===== src/rtl/cts_pkg.sv =====
package cts_pkg;

	localparam int MAX_TASKS_DEF = 8;
	localparam int MAX_RESULTS   = 8;
	localparam int NRES_W        = $clog2(MAX_RESULTS + 1);

	localparam int CD_W  = 9;
	localparam int PER_W = 8;

	localparam logic [1:0] FUNC_ADD  = 2'd0;
	localparam logic [1:0] FUNC_DEL  = 2'd1;
	localparam logic [1:0] FUNC_TICK = 2'd2;

	localparam logic [2:0] ST_ADDED      = 3'd0;
	localparam logic [2:0] ST_FULL       = 3'd1;
	localparam logic [2:0] ST_DELETED    = 3'd2;
	localparam logic [2:0] ST_DEL_UNDEF  = 3'd3;
	localparam logic [2:0] ST_DISPATCHED = 3'd4;
	localparam logic [2:0] ST_NONE_READY = 3'd5;

	typedef enum logic {
		ALU_INC,
		ALU_DEC
	} alu_op_t;

	typedef struct packed {
		logic [1:0] func;
		logic [7:0] task_index;
		logic [7:0] start_delay;
		logic [7:0] period;
	} req_t;

	typedef struct packed {
		logic [2:0] status;
		logic [2:0] task_id;
		logic       last;
	} rsp_t;

endpackage


===== src/rtl/cts_req_if.sv =====
interface cts_req_if;
	import cts_pkg::*;

	logic valid;
	logic ready;
	req_t data;

	modport source(output valid, output data, input ready);
	modport sink(input valid, input data, output ready);
endinterface


===== src/rtl/cts_rsp_if.sv =====
interface cts_rsp_if;
	import cts_pkg::*;

	logic valid;
	logic ready;
	rsp_t data;

	modport source(output valid, output data, input ready);
	modport sink(input valid, input data, output ready);
endinterface


===== src/rtl/cts_ram.sv =====
module cts_ram #(
	parameter int WIDTH = 8,
	parameter int DEPTH = 8
) (
	input  logic                                     clk,
	input  logic                                     we,
	input  logic [((DEPTH > 1) ? $clog2(DEPTH) : 1)-1:0] waddr,
	input  logic [WIDTH-1:0]                         wdata,
	input  logic [((DEPTH > 1) ? $clog2(DEPTH) : 1)-1:0] raddr,
	output logic [WIDTH-1:0]                         rdata
);
	logic [WIDTH-1:0] mem_q [DEPTH];

	always_ff @(posedge clk) begin
		if (we) begin
			mem_q[waddr] <= wdata;
		end
		rdata <= mem_q[raddr];
	end
endmodule


===== src/rtl/cts_alu.sv =====
module cts_alu (
	input  cts_pkg::alu_op_t          op,
	input  logic [cts_pkg::CD_W-1:0] operand,
	output logic [cts_pkg::CD_W-1:0] result,
	output logic                      zero
);
	import cts_pkg::*;

	always_comb begin
		unique case (op)
			ALU_INC: result = operand + CD_W'(1);
			ALU_DEC: result = operand - CD_W'(1);
			default: result = operand;
		endcase
		zero = (result == '0);
	end
endmodule


===== src/rtl/cooperative_task_scheduler_core.sv =====
// Cooperative task scheduler core.
// req channel carries one command per transfer: add a task (start delay and
// period), delete a task by slot, or a timer tick. rsp channel returns the
// results; the final result of each command has last set.
// Add and delete put their one result on rsp once the output register is free,
// and req stays low until then.
// A tick walks the slot table through one decrement unit and a single
// countdown/period RAM, one slot per cycle, to update countdowns, then walks
// the slots again to dispatch ready tasks in ascending order (at most eight
// results, or one "none ready" result), then sends the final result. req
// stays low from the tick's transfer until the final result is loaded.
// req is ready only between commands; a new command may be taken while the
// last result still sits in the output register.
// When rsp stalls, the output register holds and the dispatch walk waits.
// Reset clears the valid, pending and free-slot state at once; no clearing
// pass runs, since RAM entries are only used for slots that were added.
module cooperative_task_scheduler_core #(
	parameter int MAX_TASKS = cts_pkg::MAX_TASKS_DEF
) (
	input  logic      clk,
	input  logic      arst_n,
	cts_req_if.sink   req,
	cts_rsp_if.source rsp
);
	import cts_pkg::*;

	localparam int IDX_W = (MAX_TASKS > 1) ? $clog2(MAX_TASKS) : 1;
	localparam int CNT_W = $clog2(MAX_TASKS + 1);
	localparam int RAM_W = PER_W + CD_W;

	typedef enum logic [1:0] {
		S_IDLE,
		S_SCAN,
		S_DISPATCH,
		S_FLUSH
	} state_t;

	state_t                 state_q;
	logic [MAX_TASKS-1:0]   valid_q;
	logic [MAX_TASKS-1:0]   pending_q;
	logic [MAX_TASKS-1:0]   oneshot_q;
	logic [CNT_W-1:0]       next_free_q;
	logic [CNT_W-1:0]       scan_q;
	logic [CNT_W-1:0]       dsp_q;
	logic [NRES_W-1:0]      n_q;
	logic                   vld_s1;
	logic [IDX_W-1:0]       idx_s1;
	logic                   held_vld_q;
	logic [2:0]             held_status_q;
	logic [2:0]             held_id_q;
	logic                   out_valid_q;
	rsp_t                   out_q;

	logic                   acc;
	logic                   out_free;
	logic                   out_load;
	logic                   table_open;
	logic                   del_ok;
	logic [IDX_W-1:0]       del_idx;
	logic                   rd_en;
	logic [IDX_W-1:0]       rd_addr;
	logic [RAM_W-1:0]       rd_data;
	logic                   ram_we;
	logic [IDX_W-1:0]       ram_waddr;
	logic [RAM_W-1:0]       ram_wdata;
	alu_op_t                alu_op;
	logic [CD_W-1:0]        alu_in;
	logic [CD_W-1:0]        alu_res;
	logic                   alu_zero;
	logic [IDX_W-1:0]       dsp_idx;
	logic                   dsp_done;
	logic                   scan_fire;

	assign req.ready  = (state_q == S_IDLE);
	assign acc        = req.valid && req.ready;
	assign rsp.valid  = out_valid_q;
	assign rsp.data   = out_q;
	assign out_free   = !out_valid_q || rsp.ready;

	assign table_open = (next_free_q != CNT_W'(MAX_TASKS));
	assign del_idx    = req.data.task_index[IDX_W-1:0];
	assign del_ok     = ({1'b0, req.data.task_index} < 9'(MAX_TASKS)) && valid_q[del_idx];

	assign rd_en      = (scan_q != CNT_W'(MAX_TASKS));
	assign rd_addr    = scan_q[IDX_W-1:0];
	assign dsp_idx    = dsp_q[IDX_W-1:0];
	assign dsp_done   = (dsp_q == CNT_W'(MAX_TASKS)) || (n_q == NRES_W'(MAX_RESULTS));
	assign scan_fire  = (state_q == S_SCAN) && vld_s1 && valid_q[idx_s1];

	// Load the output register with a non-final dispatch or with the final result.
	assign out_load   = ((state_q == S_DISPATCH) && !dsp_done && pending_q[dsp_idx] &&
	                     held_vld_q && out_free) ||
	                    ((state_q == S_FLUSH) && out_free);

	// One unit serves both the add path (delay + 1) and the tick decrement.
	always_comb begin
		if (state_q == S_SCAN) begin
			alu_op = ALU_DEC;
			alu_in = rd_data[CD_W-1:0];
		end else begin
			alu_op = ALU_INC;
			alu_in = {1'b0, req.data.start_delay};
		end
	end

	cts_alu u_alu (
		.op      (alu_op),
		.operand (alu_in),
		.result  (alu_res),
		.zero    (alu_zero)
	);

	always_comb begin
		if (state_q == S_SCAN) begin
			ram_we    = scan_fire;
			ram_waddr = idx_s1;
			if (alu_zero) begin
				ram_wdata = {rd_data[RAM_W-1:CD_W], 1'b0, rd_data[RAM_W-1:CD_W]};
			end else begin
				ram_wdata = {rd_data[RAM_W-1:CD_W], alu_res};
			end
		end else begin
			ram_we    = acc && (req.data.func == FUNC_ADD) && table_open;
			ram_waddr = next_free_q[IDX_W-1:0];
			ram_wdata = {req.data.period, alu_res};
		end
	end

	cts_ram #(
		.WIDTH (RAM_W),
		.DEPTH (MAX_TASKS)
	) u_ram (
		.clk   (clk),
		.we    (ram_we),
		.waddr (ram_waddr),
		.wdata (ram_wdata),
		.raddr (rd_addr),
		.rdata (rd_data)
	);

	always_ff @(posedge clk or negedge arst_n) begin
		if (!arst_n) begin
			state_q       <= S_IDLE;
			valid_q       <= '0;
			pending_q     <= '0;
			oneshot_q     <= '0;
			next_free_q   <= '0;
			scan_q        <= '0;
			dsp_q         <= '0;
			n_q           <= '0;
			vld_s1        <= 1'b0;
			idx_s1        <= '0;
			held_vld_q    <= 1'b0;
			held_status_q <= ST_NONE_READY;
			held_id_q     <= '0;
			out_valid_q   <= 1'b0;
			out_q         <= '0;
		end else begin
			if (out_load) begin
				out_valid_q <= 1'b1;
			end else if (rsp.ready) begin
				out_valid_q <= 1'b0;
			end

			unique case (state_q)
				S_IDLE: begin
					if (acc) begin
						unique case (req.data.func)
							FUNC_ADD: begin
								if (table_open) begin
									valid_q[next_free_q[IDX_W-1:0]]   <= 1'b1;
									pending_q[next_free_q[IDX_W-1:0]] <= 1'b0;
									oneshot_q[next_free_q[IDX_W-1:0]] <=
										(req.data.period == '0);
									next_free_q   <= next_free_q + CNT_W'(1);
									held_status_q <= ST_ADDED;
									held_id_q     <= 3'(next_free_q[IDX_W-1:0]);
								end else begin
									held_status_q <= ST_FULL;
									held_id_q     <= '0;
								end
								state_q <= S_FLUSH;
							end
							FUNC_DEL: begin
								if (del_ok) begin
									valid_q[del_idx]   <= 1'b0;
									pending_q[del_idx] <= 1'b0;
									held_status_q      <= ST_DELETED;
									held_id_q          <= 3'(del_idx);
								end else begin
									held_status_q <= ST_DEL_UNDEF;
									held_id_q     <= '0;
								end
								state_q <= S_FLUSH;
							end
							FUNC_TICK: begin
								scan_q  <= '0;
								vld_s1  <= 1'b0;
								state_q <= S_SCAN;
							end
							default: begin
								state_q <= S_IDLE;
							end
						endcase
					end
				end

				S_SCAN: begin
					vld_s1 <= rd_en;
					idx_s1 <= rd_addr;
					if (rd_en) begin
						scan_q <= scan_q + CNT_W'(1);
					end
					if (scan_fire && alu_zero) begin
						pending_q[idx_s1] <= 1'b1;
					end
					if (!rd_en && !vld_s1) begin
						dsp_q         <= '0;
						n_q           <= '0;
						held_vld_q    <= 1'b0;
						held_status_q <= ST_NONE_READY;
						held_id_q     <= '0;
						state_q       <= S_DISPATCH;
					end
				end

				S_DISPATCH: begin
					if (dsp_done) begin
						state_q <= S_FLUSH;
					end else if (pending_q[dsp_idx]) begin
						// Hold the newest hit; the one before it goes out with last low.
						if (!held_vld_q || out_free) begin
							if (held_vld_q) begin
								out_q <= '{status: ST_DISPATCHED, task_id: held_id_q,
								           last: 1'b0};
							end
							pending_q[dsp_idx] <= 1'b0;
							if (oneshot_q[dsp_idx]) begin
								valid_q[dsp_idx] <= 1'b0;
							end
							held_vld_q    <= 1'b1;
							held_status_q <= ST_DISPATCHED;
							held_id_q     <= 3'(dsp_idx);
							n_q           <= n_q + NRES_W'(1);
							dsp_q         <= dsp_q + CNT_W'(1);
						end
					end else begin
						dsp_q <= dsp_q + CNT_W'(1);
					end
				end

				S_FLUSH: begin
					if (out_free) begin
						out_q      <= '{status: held_status_q, task_id: held_id_q,
						                last: 1'b1};
						held_vld_q <= 1'b0;
						state_q    <= S_IDLE;
					end
				end

				default: begin
					state_q <= S_IDLE;
				end
			endcase
		end
	end
endmodule

===== src/flat_wrapper.sv =====
// flat-port wrapper written by rule: the top's interface ports become plain ports
module cooperative_task_scheduler_core_flat import cts_pkg::*;
#(
	parameter int MAX_TASKS = cts_pkg::MAX_TASKS_DEF
)
  (clk, arst_n, req_valid, req_data, req_ready, rsp_valid, rsp_data, rsp_ready);
  cts_req_if req_i ();
  cts_rsp_if rsp_i ();
  input  logic clk;
  input  logic arst_n;
  input wire logic [$bits(req_i.valid)-1:0] req_valid;
  input wire logic [$bits(req_i.data)-1:0] req_data;
  output wire logic [$bits(req_i.ready)-1:0] req_ready;
  output wire logic [$bits(rsp_i.valid)-1:0] rsp_valid;
  output wire logic [$bits(rsp_i.data)-1:0] rsp_data;
  input wire logic [$bits(rsp_i.ready)-1:0] rsp_ready;
  assign req_i.valid = req_valid;
  assign req_i.data = req_data;
  assign req_ready = req_i.ready;
  assign rsp_valid = rsp_i.valid;
  assign rsp_data = rsp_i.data;
  assign rsp_i.ready = rsp_ready;
  cooperative_task_scheduler_core #(.MAX_TASKS(MAX_TASKS)) u_core (.clk(clk), .arst_n(arst_n), .req(req_i), .rsp(rsp_i));
endmodule

===== config.mk =====
export PLATFORM = sky130hd
export DESIGN_NAME = cooperative_task_scheduler_core_flat
export DESIGN_NICKNAME = d
export VERILOG_FILES = /design/src/rtl/cts_pkg.sv /design/src/rtl/cts_req_if.sv /design/src/rtl/cts_rsp_if.sv /design/src/rtl/cts_ram.sv /design/src/rtl/cts_alu.sv /design/src/rtl/cooperative_task_scheduler_core.sv /design/src/flat_wrapper.sv
export SDC_FILE = /design/constraint.sdc
export NUM_CORES = 1
export LEC_CHECK = 0
export BUFFER_PORTS_ARGS = -buffer_cell sky130_fd_sc_hd__buf_4
export CAP_MARGIN = 10
export CORE_MARGIN = 1
export CORE_UTILIZATION = 60
export DETAILED_ROUTE_END_ITERATION = 16
export MAX_ROUTING_LAYER = met4
export PLACE_DENSITY = 0.89
export SLEW_MARGIN = 20
export SYNTH_ARGS = -nofsm -noshare
export SYNTH_HDL_FRONTEND = slang
export SYNTH_HIERARCHICAL = 1
export SYNTH_SLANG_ARGS = --single-unit

===== constraint.sdc =====
create_clock -name clk -period 6.5 [get_ports clk]
set_clock_uncertainty 0.2 [all_clocks]
set_input_delay 0.65 -clock clk [delete_from_list [all_inputs] [get_ports clk]]
set_output_delay 0.65 -clock clk [all_outputs]
set_load 0.1 [all_outputs]

==> results.json <==
{
  "clkTransAtPathRegs_ns": 0.06,
  "criticalPathCategory": "reg2reg",
  "worstPathArrival_ns": 5.01,
  "clockBufferDepth": 3,
  "post-cts-setup-buffer-count": 0,
  "fin_area_um2": 11400,
  "drtIter0Drc": 628,
  "slew_headroom_pct": 40.5,
  "remaining_drc_errors": 0,
  "dp_hpwl_um": 15900,
  "synth_cells": 726,
  "synth_largest_area_cell": "edfxtp_1",
  "synth-simple-area-share_pct": 8.70,
  "synth_compound_area_share_pct": 9.24,
  "die_width_um": 132,
  "track_usage_pct": 28.8,
  "yosys_warnings": 6,
  "wl_per_cell_um": 23.9,
  "grt_pass1_wl_um": 37000,
  "clock_latency_ns": 0.51,
  "grt_setup_unrepaired": "no",
  "io_pins": 39,
  "vias": 6561,
  "drive_gt1_share_pct": 23.9,
  "hold_violations": 0,
  "synth_cell_type_count": 75,
  "p_comb_share_pct": 37.2,
  "synthToLayoutAreaGrowth_pct": 12.0,
  "drv_cap": 0,
  "synth_area_um2": 10200,
  "diodes": 0,
  "dieArea_um2": 17500,
  "fin_cells": 1003,
  "dpl-instance-area_um2": 10700,
  "wl_um": 24000,
  "tightest_slew_ns": 0.888,
  "max_freq_mhz": 208,
  "leakage_nw": 4.14,
  "start_util_pct": 61.5,
  "synthArstFlopShare_pct": 28.5,
  "timing.setup.tns_ns": 0,
  "ctsResizeCount": 0,
  "syn_avg_cell_area_um2": 14.0,
  "p_sw_w": 0.00203,
  "place_inst": 961,
  "yosys.area_share.xor_xnor_pct": 0.859,
  "synthTopCellsByArea": "edfxtp_1 (40%), dfrtp_1 (14%), mux2_2 (7.6%), mux4_1 (6.2%), dfxtp_1 (3.3%)",
  "yosysTopAreaCellShare_pct": 40.0,
  "register_area_um2": 5960,
  "crit_fanout": 24,
  "status": "complete, no violations",
  "synth_edf_count": 136,
  "slew_viol_final": 0,
  "grt_pass1_vias": 6624,
  "htree_levels": 1,
  "p_clk_share_pct": 23.6,
  "gr-total-overflow": 0,
  "synthMuxAreaShare_pct": 17.5,
  "yosys_register_bits": 214,
  "gp_congestion": 0.993,
  "synth_nets": 778,
  "period_share_pct": 73.9,
  "finalPower_w": 0.00542,
  "synth.yosys.seq_area_share_pct": 58.4,
  "drt.antenna.violating_nets": 0,
  "crit_path_end_kind": "register",
  "finalCriticalPeriod_ns": 4.80,
  "cts_root_buffer": "clkbuf_16",
  "cell_internal_pwr_w": 0.00339,
  "row_count": 47,
  "finalNetCount": 818,
  "fp.dieH_um": 132,
  "coreArea_um2": 16600,
  "antenna_found_initial": 0,
  "synth_top_family_by_area": "multiplexers",
  "numClockSinks": 214,
  "grt_max_degree": 62,
  "viasPerCell": 6.54,
  "synth_adder_area_share_pct": 2.77,
  "hold_path_class": "in2async",
  "dr.pass1.iters": 5,
  "synth-main-ff-cell": "edfxtp_1",
  "cts_made_buffers": 23,
  "seq_power_share_pct": 39.2,
  "portBuffers": 38,
  "multi_input_area_um2": 4000,
  "required_ns": 6.71,
  "peakVddDrop_uv": 381,
  "sw_frac_of_total_pct": 37.4,
  "hold_buffers": 0,
  "crit_path_start_kind": "register",
  "powerDensity_nw_per_um2": 474,
  "nFillCells": 1115,
  "tritoncts": "built",
  "setup_viol_count_final": 0
}
==> layout by cell type, fill, tap and decap left out, types with 12 or more instances in the layout <==
cell,netlist,routed
nand3_1,18,18
nor2_1,39,39
mux2i_1,15,15
mux4_1,24,24
edfxtp_1,136,136
buf_4,1,50
dfxtp_1,17,17
nand2_1,43,43
dfrtp_1,59,57
inv_1,21,21
clkbuf_16,0,23
a21oi_1,21,21
mux2_2,69,69
ha_1,21,20
o21ai_0,33,33
nand2b_1,12,12
clkbuf_1,23,12
==> state kept, by name, summed over array words and instances, names as in the netlist <==
register and flops:
u_core/dsp_q 4, u_core/held_id_q 3, u_core/held_status_q 3, u_core/held_vld_q 1, u_core/idx_s1 3, u_core/n_q 4, u_core/next_free_q 4, u_core/oneshot_q 8
u_core/pending_q 8, u_core/rsp.data 7, u_core/rsp.valid 1, u_core/scan_q 4, u_core/state_q 2, u_core/u_ram/mem_q 136, u_core/u_ram/rdata 17, u_core/valid_q 8
u_core/vld_s1 1
==> worst paths after layout <==
| path | startpoint | end | slack (ns) | cells past startpoint |
|---|---|---|---|---|
| setup / recovery | u_core/state_q[1] | u_core/pending_q[4] | 1.70 | 13 |
| hold / removal | arst_n | u_core/valid_q[5] | 0.02 | 1 |
| setup reg to reg | u_core/state_q[1] | u_core/pending_q[4] | 1.70 | 13 |
| hold reg to reg | u_core/next_free_q[3] | u_core/next_free_q[3] | 0.29 | 1 |
| max in group asynchronous | arst_n | u_core/scan_q[0] | 5.49 | 1 |
| min in group clk | u_core/next_free_q[3] | u_core/next_free_q[3] | 0.29 | 1 |
==> kinds of logic (layout without fill, tap and decap cells) <==
group | after synthesis | after routing
xor gates and xnor gates | 10 | 10
AOI/OAI and AO/OA | 132 | 132
buffers and inverters | 58 | 115
DFF | 214 | 214
and+or+nand+nor | 172 | 172
muxes | 118 | 118
adders and majority gates | 22 | 22
==> cell usage after synthesis, drive strengths merged, types with 3 or more instances <==
cell type	instances
xnor2	6
mux2	69
nand2	43
nor2	39
nand3	18
a22o	3
a31oi	5
nand3b	3
and2	6
or4	8
nand2b	12
o22ai	3
a221oi	4
edfxtp	136
nand4	6
nor2b	10
a21o	4
dfxtp	17
o21ai	35
clkbuf	23
a211oi	7
a221o	5
ha	21
a22oi	3
o41ai	10
a32oi	4
and3	3
o31ai	3
mux2i	15
nor3	11
buf	12
mux4	34
a21oi	21
xor2	4
dfrtp	59
or2	5
inv	21
o22a	4
==> power by group through the flow <==
stage,Combinational [W],Sequential [W],Clock [W]
final,0.00201,0.00212,0.00128
after global routing,0.00216,0.00215,0.00134
after CTS,0.00199,0.00212,0.00130
after detailed placement,0.00197,0.00214,0
after global placement,0.00186,0.00213,0
after floorplan,0.00146,0.00213,0
==> worst max-delay path, cell delays in order, from the launching register on <==
cell	delay, ns
dfrtp_1	0.43
inv_1	0.14
ha_2	0.59
mux2_2	0.43
ha_1	0.29
a21o_1	0.18
and4_4	0.21
or4_4	0.48
a2111oi_2	0.37
nor4b_2	0.34
a41o_1	0.22
nand3_1	0.08
or4_1	0.49
o21ai_0	0.25
==> layer usage <==
metal | routed length (µm) | vias up | share of wire, % | global-route usage, %
met4 | 816 | 0 | 3.4 | 10.5
met5 | 0 | - | 0 | -
li1 | - | 2924 | - | -
met2 | 12200 | 282 | 51 | 48.5
met3 | 1410 | 59 | 5.9 | 3.65
met1 | 9550 | 3296 | 40 | 35.9
==> stage by stage <==
stage	setup slack [ns]	hold slack (ns)	utilization, %
global route	1.47	0.0812	68.9
floorplan	1.61	0.154	-
CTS	1.72	0.0422	68.9
finish	1.70	0.0157	68.9
detailed placement	1.73	0.274	64.4
global placement	1.91	0.273	64.4
==> area by class of cell <==
type	count	share of cell area (%)
Clock buffer	36	5.55
Sequential cell	214	52.1
Inverter	23	0.755
Timing Repair Buffer	50	3.28
Multi-Input combinational cell	454	35.0
Clock inverter	6	0.909
Tap cell	220	2.41
Power figures use the tool's default switching activity.
